**config.mk**
```make
export PLATFORM = sky130hd
export DESIGN_NAME = mesh_flood_duplicate_filter_unit_flat
export DESIGN_NICKNAME = d
export VERILOG_FILES = /design/src/sv/mfdf_pkg.sv /design/src/sv/mfdf_in_if.sv /design/src/sv/mfdf_out_if.sv /design/src/sv/mfdf_cfg_if.sv /design/src/sv/mfdf_cache.sv /design/src/sv/mesh_flood_duplicate_filter_unit.sv /design/src/flat_wrapper.sv
export SDC_FILE = /design/constraint.sdc
export NUM_CORES = 1
export LEC_CHECK = 0
export ABC_AREA = 1
export BUFFER_PORTS_ARGS = -buffer_cell sky130_fd_sc_hd__buf_2
export CAP_MARGIN = 10
export CORE_MARGIN = 4
export CORE_UTILIZATION = 60
export DETAILED_ROUTE_END_ITERATION = 8
export PLACE_DENSITY = 0.78
export SETUP_SLACK_MARGIN = 0.2
export SKIP_CTS_REPAIR_TIMING = 1
export SYNTH_ARGS = -nofsm -noshare
export SYNTH_HDL_FRONTEND = slang
export SYNTH_SLANG_ARGS = --single-unit
```
**constraint.sdc**
```tcl
create_clock -name i_clk -period 11.28 [get_ports i_clk]
set_clock_uncertainty 0.1 [all_clocks]
set_input_delay 0.564 -clock i_clk [delete_from_list [all_inputs] [get_ports i_clk]]
set_output_delay 0.564 -clock i_clk [all_outputs]
set_load 0.01 [all_outputs]
```
**src/sv/mfdf_pkg.sv**
```systemverilog
// Shared types and constants of the mesh flood duplicate filter.
// Used by the channel interfaces, the cache unit and the top level.
package mfdf_pkg;

    localparam int CACHE_DEPTH  = 8;
    localparam int HEADER_BYTES = 5;
    localparam int PTR_W        = (CACHE_DEPTH > 1) ? $clog2(CACHE_DEPTH) : 1;

    localparam int CFG_IDX_W  = 3;
    localparam int CFG_DATA_W = 32;

    localparam logic [1:0] ACT_TICK   = 2'd0;
    localparam logic [1:0] ACT_HEADER = 2'd1;
    localparam logic [1:0] ACT_ORIG   = 2'd2;

    localparam logic [1:0] DROP_NONE  = 2'd0;
    localparam logic [1:0] DROP_SHORT = 2'd1;
    localparam logic [1:0] DROP_HOPS  = 2'd2;
    localparam logic [1:0] DROP_DUP   = 2'd3;

    localparam logic [CFG_IDX_W-1:0] REG_MY_NODE_ID   = 3'd0;
    localparam logic [CFG_IDX_W-1:0] REG_MY_CLUSTER   = 3'd1;
    localparam logic [CFG_IDX_W-1:0] REG_CLUSTER_BASE = 3'd2;
    localparam logic [CFG_IDX_W-1:0] REG_CLUSTER_MAX  = 3'd3;
    localparam logic [CFG_IDX_W-1:0] REG_PHONE_ID     = 3'd4;
    localparam logic [CFG_IDX_W-1:0] REG_BROADCAST_ID = 3'd5;
    localparam logic [CFG_IDX_W-1:0] REG_MAX_HOPS     = 3'd6;
    localparam logic [CFG_IDX_W-1:0] REG_MAX_AGE      = 3'd7;

    localparam logic [15:0] NO_LINK     = 16'hFFFF;
    localparam logic [31:0] MAX_AGE_RST = 32'd10000;

    typedef struct packed {
        logic [1:0]  action;
        logic [15:0] conn_handle;
        logic [7:0]  packet_length;
        logic [7:0]  dst_id;
        logic [7:0]  src_id;
        logic [7:0]  seq_num;
        logic [7:0]  hops_left;
    } t_in_item;

    typedef struct packed {
        logic        execute;
        logic        forward;
        logic [7:0]  out_src;
        logic [7:0]  out_seq;
        logic [7:0]  out_hops;
        logic [1:0]  drop_reason;
        logic [15:0] phone_link;
    } t_out_item;

    typedef struct packed {
        logic [CFG_IDX_W-1:0]  index;
        logic [CFG_DATA_W-1:0] value;
    } t_cfg_item;

    typedef struct packed {
        logic        start;
        logic        insert;
        logic [7:0]  src;
        logic [7:0]  seq;
        logic [31:0] tick;
        logic [31:0] max_age;
    } t_cache_req;

    typedef struct packed {
        logic done;
        logic dup;
    } t_cache_resp;

endpackage

```
**src/sv/mfdf_in_if.sv**
```systemverilog
// Input item channel: valid, ready and one header or command item.
// Depends on mfdf_pkg.
interface mfdf_in_if;
    logic                valid;
    logic                ready;
    mfdf_pkg::t_in_item  data;

    modport source (output valid, output data, input ready);
    modport sink   (input valid, input data, output ready);
endinterface

```
**src/sv/mfdf_out_if.sv**
```systemverilog
// Result item channel: valid, ready and one filter decision.
// Depends on mfdf_pkg.
interface mfdf_out_if;
    logic                valid;
    logic                ready;
    mfdf_pkg::t_out_item data;

    modport source (output valid, output data, input ready);
    modport sink   (input valid, input data, output ready);
endinterface

```
**src/sv/mfdf_cfg_if.sv**
```systemverilog
// Configuration write channel: valid, ready, register index and data.
// Depends on mfdf_pkg.
interface mfdf_cfg_if;
    logic                valid;
    logic                ready;
    mfdf_pkg::t_cfg_item data;

    modport source (output valid, output data, input ready);
    modport sink   (input valid, input data, output ready);
endinterface

```
**src/sv/mfdf_cache.sv**
```systemverilog
// Ring cache of source and sequence pairs with time stamps, walked one
// entry a cycle through a single match and age comparator.
// Depends on mfdf_pkg.
module mfdf_cache (
    input  logic                   i_clk,
    input  logic                   i_rst_n,
    input  mfdf_pkg::t_cache_req   i_req,
    output mfdf_pkg::t_cache_resp  o_resp
);

    logic [7:0]                 r_src   [mfdf_pkg::CACHE_DEPTH];
    logic [7:0]                 r_seq   [mfdf_pkg::CACHE_DEPTH];
    logic [31:0]                r_stamp [mfdf_pkg::CACHE_DEPTH];
    logic [mfdf_pkg::PTR_W-1:0] r_ptr;
    logic [mfdf_pkg::PTR_W-1:0] r_idx;
    logic                       r_walk;
    logic [7:0]                 r_key_src;
    logic [7:0]                 r_key_seq;

    logic        hit;
    logic        fresh;
    logic        last;
    logic [31:0] age;

    always_comb begin
        hit   = (r_src[r_idx] == r_key_src) && (r_seq[r_idx] == r_key_seq);
        age   = i_req.tick - r_stamp[r_idx];
        fresh = age < i_req.max_age;
        last  = r_idx == mfdf_pkg::PTR_W'(mfdf_pkg::CACHE_DEPTH - 1);
    end

    assign o_resp.done = r_walk && (hit || last);
    assign o_resp.dup  = r_walk && hit && fresh;

    always_ff @(posedge i_clk) begin
        if (!i_rst_n) begin
            for (int k = 0; k < mfdf_pkg::CACHE_DEPTH; k++) begin
                r_src[k]   <= '0;
                r_seq[k]   <= '0;
                r_stamp[k] <= '0;
            end
            r_ptr  <= '0;
            r_idx  <= '0;
            r_walk <= 1'b0;
        end else begin
            if (i_req.start) begin
                r_walk    <= 1'b1;
                r_idx     <= '0;
                r_key_src <= i_req.src;
                r_key_seq <= i_req.seq;
            end else if (r_walk) begin
                if (hit || last) begin
                    r_walk <= 1'b0;
                end else begin
                    r_idx <= r_idx + mfdf_pkg::PTR_W'(1);
                end
                // invalidate a stale first match
                if (hit && !fresh) begin
                    r_src[r_idx] <= '0;
                end
            end
            if (i_req.insert) begin
                r_src[r_ptr]   <= i_req.src;
                r_seq[r_ptr]   <= i_req.seq;
                r_stamp[r_ptr] <= i_req.tick;
                if (r_ptr == mfdf_pkg::PTR_W'(mfdf_pkg::CACHE_DEPTH - 1)) begin
                    r_ptr <= '0;
                end else begin
                    r_ptr <= r_ptr + mfdf_pkg::PTR_W'(1);
                end
            end
        end
    end

endmodule

```
**src/sv/mesh_flood_duplicate_filter_unit.sv**
```systemverilog
// Top level of the mesh flood duplicate filter: sequencer, configuration
// registers, counters and result register. Depends on mfdf_pkg, the
// channel interfaces and mfdf_cache.
//
// A tick item is taken and gives no result. An originate item, a header
// dropped as too short or with zero hops, and a header from the phone are
// accepted, then finished. Any other header is accepted, then walks the
// cache one entry a cycle through the shared comparator, stopping at the
// first source and sequence match or at the last entry, then is finished.
// The input is not ready while an item is in work. The finish step waits
// while the result register still holds an untaken result, and no new item
// is accepted meanwhile.
module mesh_flood_duplicate_filter_unit (
    input  logic         i_clk,
    input  logic         i_rst_n,
    mfdf_in_if.sink      i_in,
    mfdf_cfg_if.sink     i_cfg,
    mfdf_out_if.source   o_res
);

    localparam logic [1:0] ST_IDLE = 2'd0;
    localparam logic [1:0] ST_WALK = 2'd1;
    localparam logic [1:0] ST_DONE = 2'd2;

    logic [1:0]  r_state, n_state;
    mfdf_pkg::t_in_item  r_item;
    logic        r_dup;
    logic [31:0] r_tick;
    logic [7:0]  r_next_seq;
    logic [15:0] r_phone_link;
    logic        r_out_valid;
    mfdf_pkg::t_out_item r_out;

    logic [7:0]  r_my_node_id;
    logic [7:0]  r_my_cluster;
    logic [7:0]  r_cluster_base;
    logic [7:0]  r_cluster_max;
    logic [7:0]  r_phone_id;
    logic [7:0]  r_broadcast_id;
    logic [7:0]  r_max_hops;
    logic [31:0] r_max_age;

    mfdf_pkg::t_cache_req  cache_req;
    mfdf_pkg::t_cache_resp cache_resp;
    mfdf_pkg::t_out_item   res;

    logic in_fire;
    logic done_fire;
    logic walk_start;
    logic is_orig;
    logic from_phone;
    logic hdr_ok;
    logic in_cluster;
    logic to_local;
    logic [7:0] hops_dec;
    logic [7:0] dst_off;

    assign i_in.ready  = r_state == ST_IDLE;
    assign i_cfg.ready = 1'b1;
    assign in_fire     = i_in.valid && i_in.ready;
    assign done_fire   = (r_state == ST_DONE) && (!r_out_valid || o_res.ready);

    assign o_res.valid = r_out_valid;
    assign o_res.data  = r_out;

    assign walk_start = in_fire && (i_in.data.action == mfdf_pkg::ACT_HEADER)
        && (i_in.data.packet_length >= 8'(mfdf_pkg::HEADER_BYTES))
        && (i_in.data.hops_left != 8'd0)
        && (i_in.data.src_id != r_phone_id);

    always_comb begin
        n_state = r_state;
        case (r_state)
            ST_IDLE: begin
                if (in_fire) begin
                    if (walk_start) begin
                        n_state = ST_WALK;
                    end else if (i_in.data.action == mfdf_pkg::ACT_HEADER
                                 || i_in.data.action == mfdf_pkg::ACT_ORIG) begin
                        n_state = ST_DONE;
                    end
                end
            end
            ST_WALK: begin
                if (cache_resp.done) begin
                    n_state = ST_DONE;
                end
            end
            ST_DONE: begin
                if (done_fire) begin
                    n_state = ST_IDLE;
                end
            end
            default: n_state = ST_IDLE;
        endcase
    end

    always_comb begin
        is_orig    = r_item.action == mfdf_pkg::ACT_ORIG;
        hdr_ok     = (r_item.packet_length >= 8'(mfdf_pkg::HEADER_BYTES))
                     && (r_item.hops_left != 8'd0);
        from_phone = r_item.src_id == r_phone_id;
        dst_off    = r_item.dst_id - r_cluster_base;
        in_cluster = (r_item.dst_id >= r_cluster_base) && (r_item.dst_id <= r_cluster_max)
                     && (dst_off == r_my_cluster);
        to_local   = (r_item.dst_id == r_my_node_id) || (r_item.dst_id == r_phone_id);
        hops_dec   = r_item.hops_left - 8'd1;

        res.execute     = 1'b0;
        res.forward     = 1'b0;
        res.out_src     = r_item.src_id;
        res.out_seq     = r_item.seq_num;
        res.out_hops    = r_item.hops_left;
        res.drop_reason = mfdf_pkg::DROP_NONE;
        res.phone_link  = r_phone_link;

        if (is_orig) begin
            res.forward  = 1'b1;
            res.out_src  = r_my_node_id;
            res.out_seq  = r_next_seq;
            res.out_hops = r_max_hops;
        end else if (r_item.packet_length < 8'(mfdf_pkg::HEADER_BYTES)) begin
            res.drop_reason = mfdf_pkg::DROP_SHORT;
        end else if (r_item.hops_left == 8'd0) begin
            res.drop_reason = mfdf_pkg::DROP_HOPS;
        end else if (!from_phone && r_dup) begin
            res.drop_reason = mfdf_pkg::DROP_DUP;
        end else begin
            if (from_phone) begin
                res.out_src    = r_my_node_id;
                res.out_seq    = r_next_seq;
                res.phone_link = r_item.conn_handle;
            end
            res.execute = to_local || (r_item.dst_id == r_broadcast_id) || in_cluster;
            if (!to_local) begin
                res.out_hops = hops_dec;
                res.forward  = hops_dec != 8'd0;
            end
        end
    end

    always_comb begin
        cache_req.start   = walk_start;
        cache_req.insert  = done_fire && (res.drop_reason == mfdf_pkg::DROP_NONE);
        cache_req.src     = (r_state == ST_DONE) ? res.out_src : i_in.data.src_id;
        cache_req.seq     = (r_state == ST_DONE) ? res.out_seq : i_in.data.seq_num;
        cache_req.tick    = r_tick;
        cache_req.max_age = r_max_age;
    end

    mfdf_cache u_cache (
        .i_clk  (i_clk),
        .i_rst_n(i_rst_n),
        .i_req  (cache_req),
        .o_resp (cache_resp)
    );

    always_ff @(posedge i_clk) begin
        if (!i_rst_n) begin
            r_state        <= ST_IDLE;
            r_dup          <= 1'b0;
            r_tick         <= '0;
            r_next_seq     <= '0;
            r_phone_link   <= mfdf_pkg::NO_LINK;
            r_out_valid    <= 1'b0;
            r_my_node_id   <= 8'd0;
            r_my_cluster   <= 8'd0;
            r_cluster_base <= 8'd240;
            r_cluster_max  <= 8'd254;
            r_phone_id     <= 8'd0;
            r_broadcast_id <= 8'd255;
            r_max_hops     <= 8'd5;
            r_max_age      <= mfdf_pkg::MAX_AGE_RST;
        end else begin
            r_state <= n_state;

            if (in_fire) begin
                r_item <= i_in.data;
                r_dup  <= 1'b0;
                if (i_in.data.action == mfdf_pkg::ACT_TICK) begin
                    r_tick <= r_tick + 32'd1;
                end
            end

            if (r_state == ST_WALK && cache_resp.done) begin
                r_dup <= cache_resp.dup;
            end

            if (done_fire) begin
                r_out       <= res;
                r_out_valid <= 1'b1;
                r_phone_link <= res.phone_link;
                if (is_orig || (hdr_ok && from_phone)) begin
                    r_next_seq <= r_next_seq + 8'd1;
                end
            end else if (o_res.ready) begin
                r_out_valid <= 1'b0;
            end

            if (i_cfg.valid && i_cfg.ready) begin
                case (i_cfg.data.index)
                    mfdf_pkg::REG_MY_NODE_ID:   r_my_node_id   <= i_cfg.data.value[7:0];
                    mfdf_pkg::REG_MY_CLUSTER:   r_my_cluster   <= i_cfg.data.value[7:0];
                    mfdf_pkg::REG_CLUSTER_BASE: r_cluster_base <= i_cfg.data.value[7:0];
                    mfdf_pkg::REG_CLUSTER_MAX:  r_cluster_max  <= i_cfg.data.value[7:0];
                    mfdf_pkg::REG_PHONE_ID:     r_phone_id     <= i_cfg.data.value[7:0];
                    mfdf_pkg::REG_BROADCAST_ID: r_broadcast_id <= i_cfg.data.value[7:0];
                    mfdf_pkg::REG_MAX_HOPS:     r_max_hops     <= i_cfg.data.value[7:0];
                    mfdf_pkg::REG_MAX_AGE:      r_max_age      <= i_cfg.data.value;
                    default: ;
                endcase
            end
        end
    end

endmodule

```
**src/flat_wrapper.sv**
```systemverilog
// flat-port wrapper written by rule: the top's interface ports become plain ports
module mesh_flood_duplicate_filter_unit_flat 
  (i_clk, i_rst_n, i_in_valid, i_in_data, i_in_ready, i_cfg_valid, i_cfg_data, i_cfg_ready, o_res_valid, o_res_data, o_res_ready);
  mfdf_in_if i_in_i ();
  mfdf_cfg_if i_cfg_i ();
  mfdf_out_if o_res_i ();
  input  logic i_clk;
  input  logic i_rst_n;
  input wire logic [$bits(i_in_i.valid)-1:0] i_in_valid;
  input wire logic [$bits(i_in_i.data)-1:0] i_in_data;
  output wire logic [$bits(i_in_i.ready)-1:0] i_in_ready;
  input wire logic [$bits(i_cfg_i.valid)-1:0] i_cfg_valid;
  input wire logic [$bits(i_cfg_i.data)-1:0] i_cfg_data;
  output wire logic [$bits(i_cfg_i.ready)-1:0] i_cfg_ready;
  output wire logic [$bits(o_res_i.valid)-1:0] o_res_valid;
  output wire logic [$bits(o_res_i.data)-1:0] o_res_data;
  input wire logic [$bits(o_res_i.ready)-1:0] o_res_ready;
  assign i_in_i.valid = i_in_valid;
  assign i_in_i.data = i_in_data;
  assign i_in_ready = i_in_i.ready;
  assign i_cfg_i.valid = i_cfg_valid;
  assign i_cfg_i.data = i_cfg_data;
  assign i_cfg_ready = i_cfg_i.ready;
  assign o_res_valid = o_res_i.valid;
  assign o_res_data = o_res_i.data;
  assign o_res_i.ready = o_res_ready;
  mesh_flood_duplicate_filter_unit u_core (.i_clk(i_clk), .i_rst_n(i_rst_n), .i_in(i_in_i), .i_cfg(i_cfg_i), .o_res(o_res_i));
endmodule
```
Word-level counts from Yosys, hierarchy flattened
Memories as Yosys holds them, arrays and structs flattened. A register that Yosys moved wholly into a read port is not among the register bits.
Index checks and enable logic that the tools add are counted.
W data, S select, Z words.

storage, ports and cells
  flip-flop bits (word level) = 273
  RAM bits = 384
  memories kept = 3
  input bits = 98
  logic and storage cells = 194

memories
  name                    depth  bits a word  read ports  clocked after memory_dff  write ports  line              text
  u_core.u_cache.r_stamp  8      32           1           1                         8            mfdf_cache.sv:13  logic [31:0] r_stamp [mfdf_pkg::CACHE_DEPTH];
  u_core.u_cache.r_seq    8      8            1           1                         8            mfdf_cache.sv:12  logic [7:0] r_seq [mfdf_pkg::CACHE_DEPTH];
  u_core.u_cache.r_src    8      8            1           1                         8            mfdf_cache.sv:11  logic [7:0] r_src [mfdf_pkg::CACHE_DEPTH];

cells by class
  reduce and logical (&&, ||, !) cells = 59
  $lt $le $gt $ge = 6
  equal/unequal tests = 26
  muxes and demuxes = 58
  $add $sub $neg = 7
  bitwise logic cells = 2

operators by type and width
  operator                 count
  $mux W16                 5
  $mux W25                 3
  $eq A8 B8 Y1             7
  $mux W8                  6
  $mux W3                  11
  $add A32 B1 Y32 const B  1
  $lt A32 B32 Y1           1
  $mux W32                 1
  $reduce_or A32 Y1        1
  $sub A32 B32 Y32         1
  $reduce_and A2 Y1        14
  $mux W24                 1
  $reduce_bool A8 Y1       3
  $reduce_or A8 Y1         3
  $mux W1                  21
  $eq A3 B3 Y1 const B     6
  $logic_and A1 B1 Y1      18
  $mux W18                 1
  $ge A8 B3 Y1 const B     2
  $mux W2                  8
  $add A8 B1 Y8 const B    1
  $ge A8 B8 Y1             1
  $le A8 B8 Y1             1
  $logic_not A8 Y1         1
  other kinds (22)         40

Depth between registers and ports, before layout
  word-level depth = 14
  mapped depth = 31

Hierarchy
Synthesis repeated with hierarchy kept, for this count alone.

second synthesis, totals
  cells, all modules = 3669
  area total of the unflattened synthesis = 32357.3 sq um

by module, submodules not included
  module                            sequential area each (sq um)  times used  area an instance (sq um)  cells an instance
  mfdf_cache                        12211.7                       1           20826.2                   2247
  mesh_flood_duplicate_filter_unit  6025.8                        1           11531.1                   1422

Worst setup path after synthesis
OpenSTA, ideal clock, no wires.

  path type = reg2reg
  start point = register (tool-made name)
  end point = memory u_core.u_cache.r_src[0][0], enable pin
  clock period less this slack = 5897 ps
  library setup time = 384 ps
  data required time = 10796 ps
  path buffers = 5
  arrival time = 5413 ps
  cell stages (with the launch flop) = 29
  slack = 5383 ps
  cells stage by stage = dfxtp_1 buf_2 inv_2 clkbuf_1 clkbuf_1 clkbuf_1 clkbuf_1 o21ai_0 a31oi_1 ha_1 inv_1 fa_1 nand3_1 nand2_1 a21boi_0 o21ai_0 a21boi_0 inv_1 a21o_1 nand2_1 nand2_1 xor2_1 ha_1 nand2_1 nor3_1 nand3_1 nand2_1 nand3_1 o21ai_0

RTL lines
  element           line
  end: declaration  mfdf_cache.sv:11

==> out/metrics.cfg <==
[timing]
min_period_ps=7830
setup_ws_ps=3450
timing.final.max_slew_violations=0
worst_pin_slew_ps=1220
setup_viol=0
max_freq_ghz=0.128
min_period_over_period_pct=69.4
finalHoldViolCount=0
finalSetupTns_ps=0
rsz0062_at_grt=false
relSlewSlack_pct=18.1

[floorplan]
ioPinCount=145
die_h_um=238
core-area_um2=52600
die_x_um=238
start_util_pct=60.5
rows=84
dieArea_um2=56700

[worst_hold_path]
holdPathStages=1
hold_path.class=input pin to flop
worstHoldStart=i_in_data[42]
hold_end=u_core.r_item[42]

[drt]
wirelength_um=84700
ant_nets=0
dr.first_iter.drc_count=2932
drcViolationCount=0
drtPass1Iterations=6
vias_per_cell=5.94
vias=25047
routedWlPerCell_um=20.1

[yosys]
syn-num-nets=3594
netlist_instances=3404
syn-mean-instance-area_um2=9.34
netlist_area_um2=31800
synth_ff_type=edfxtp_1
synth_async_sr_flop_share_pct=0
synth_edf_count=502
yosysSeqAreaShare_pct=57.4
ys_types=55
ys_ff_latch=660
ys_warn_count=0

[global_route]
gr-total-overflow=0
grt_start_max_net_pins=112
grt_pass1_vias=24065
grt_use_total_pct=29.1
antenna_found_initial=1
grt_pass1_wl_um=130000

[clocking]
clkTransAtPathRegs_ps=60
h-tree-depth=3
clockRootBuffer=clkbuf_16
cts_tree=done
cts_sinks=660
cts_made_buffers=67
clk_latency_ps=610
cts_buffer_depth=3

[placement]
place_ws_ps=3610
port_buffers=143
place.gp.congestion=0.938
hpwl_um=53700

[finish]
syn2layout_area_growth_pct=10.1
nNetsFinal=3668
drive_above_1_share_pct=10.8

[pwr]
p_total_mw=5.67
p_leak_nw=13.7
ir_drop_v=0.000132
power.density_nw_per_um2=162

[setup_path]
slowest_stage=o21ai_0
crit_top_cell=nand2_1
cp-start-kind=flop
slowest_delay_ps=1060
ff2ff_setup_slack_ps=3450
r2r_end=u_core.u_cache.r_src[2][4]
critPathKind=flop to flop
end_kind=flop
path_cells=buf_4, clkinv_1, a31oi_1, ha_1, inv_1, fa_1, nand3_1, nand2_1, a21boi_0, o21ai_0, a21boi_0, inv_1, a21o_1, nand2_1, nand2_1, xor2_1, ha_1, nand2_1, nor3_1, a21oi_1, nand2_1, nand3_1, o21ai_0
crit_arrival_ps=7940
crit_required_ps=11390
rr_worst_depth=23
crit_fanout=78

[outcome]
status=finished, final reports clean

[job]
maxCapViolCount=0

[logic make-up after synthesis]
kind of cell	Yosys count	share of synthesized area, %
simple gates	1443	19.0
flops	660	57.4
compound gates	610	10.8
buf+inv	511	6.65
fa+ha+maj	92	3.67
xor+xnor	87	2.40
other cells	1	0.0118
[final cells by class]
type | count | area [um^2]
clock inverters | 24 | 251
fillers | 4007 | 17600
repair buffers | 176 | 966
clock buffers | 98 | 1950
inverters | 340 | 1280
diodes | 1 | 2.50
flip-flops and latches | 660 | 18200
well taps | 688 | 861
multi-input cells | 2233 | 11400
[metal layers]
metal	vias up	track usage (%)	wire length, um
li1	11625	-	-
met1	11819	40.2	33100
met2	1412	47.4	40100
met3	191	5.25	9200
met4	0	9.18	2350
met5	-	0	0
[where the power goes]
part           total (mW)  internal (mW)  leakage [nW]  switching [mW]
clock network        2.23           1.30          1.08           0.930
logic               0.679          0.199          6.31           0.480
registers            2.76           2.72          6.34          0.0435
total                5.67           4.22          13.7            1.45
[placed cells by master (no fill, tap or decap), types with 6 or more instances in the layout]
cell,synthesis,final
nor2_1,657,655
edfxtp_1,502,502
nand2_1,476,476
o21ai_0,303,303
inv_1,311,302
dfxtp_1,158,155
a21oi_1,151,151
buf_2,8,142
nand3_1,135,135
ha_1,90,90
clkbuf_16,0,69
xor2_1,56,56
nor2_2,48,48
nor3_1,40,40
o211ai_1,35,35
buf_4,1,34
o22ai_1,33,33
o221ai_1,33,33
xnor2_1,31,31
clkinv_1,20,28
nand4_1,24,24
clkbuf_1,131,18
inv_2,9,17
nor4_1,15,15
a31oi_1,15,15
nand3b_1,13,13
clkbuf_8,0,11
nand2_2,10,10
or2_2,10,10
o21ai_2,7,7
o21a_1,7,7
o21ai_1,6,6
clkinv_2,0,6
[per-stage QoR]
stage / hold WS (ps) / util (%) / area, um^2 / cells
global placement: 352 / 62.4 / 32800 / 4097
finish: 33.6 / 66.6 / 35000 / 4220
global route: 14.8 / 66.6 / 35000 / 4220
CTS: 7.44 / 66.6 / 35000 / 4219
detailed placement: 364 / 62.4 / 32800 / 4097
floorplan: 329 / - / 31800 / 3404
[cells in the mapped netlist (20+ instances only)]
master	count	area [um^2]
clkbuf_1	131	492
nor3_1	40	200
nand3_1	135	676
dfxtp_1	158	3160
o21ai_0	303	1520
inv_1	311	1170
edfxtp_1	502	15100
o211ai_1	35	263
nand4_1	24	150
xnor2_1	31	272
nor2_2	48	300
xor2_1	56	490
o221ai_1	33	289
buf_6	24	270
nor2_1	657	2470
o22ai_1	33	206
ha_1	90	1130
a21oi_1	151	756
clkinv_1	20	75.1
nand2_1	476	1790
[state kept, by name, indices dropped and copies added, names as in the netlist, 16 cells and up, named ones only]
register,cells
u_core.u_cache.r_seq,64
u_core.r_tick,32
u_core.r_phone_link,16
u_core.r_item,58
u_core.o_res.data,44
u_core.r_max_age,32
u_core.u_cache.r_src,64
u_core.u_cache.r_stamp,256
[worst max path at each step]
stage / from / endpoint / slack, ps / cells past startpoint
finish: flop / u_core.u_cache.r_src[2][4] / 3450 / 23
global route: flop / u_core.u_cache.r_src[2][2] / 3040 / 23
CTS: flop / u_core.u_cache.r_src[2][4] / 3560 / 22
detailed placement: flop / u_core.u_cache.r_src[2][4] / 3610 / 22
global placement: flop / u_core.u_cache.r_src[2][4] / 3780 / 22
floorplan: flop / u_core.u_cache.r_src[0][0] / 5380 / 28
[critical path: cells and delay by family, from the launching register on]
family | cells | cell delay (ps)
AO/OA/AOI/OAI | 7 | 3000
XOR/XNOR | 1 | 150
adder cells (fa/ha/maj) | 3 | 920
buffers and inverters | 4 | 1710
flip-flops | 1 | 310
AND/OR/NAND/NOR | 8 | 1150
Note: power is estimated with default switching activity, not from simulation.
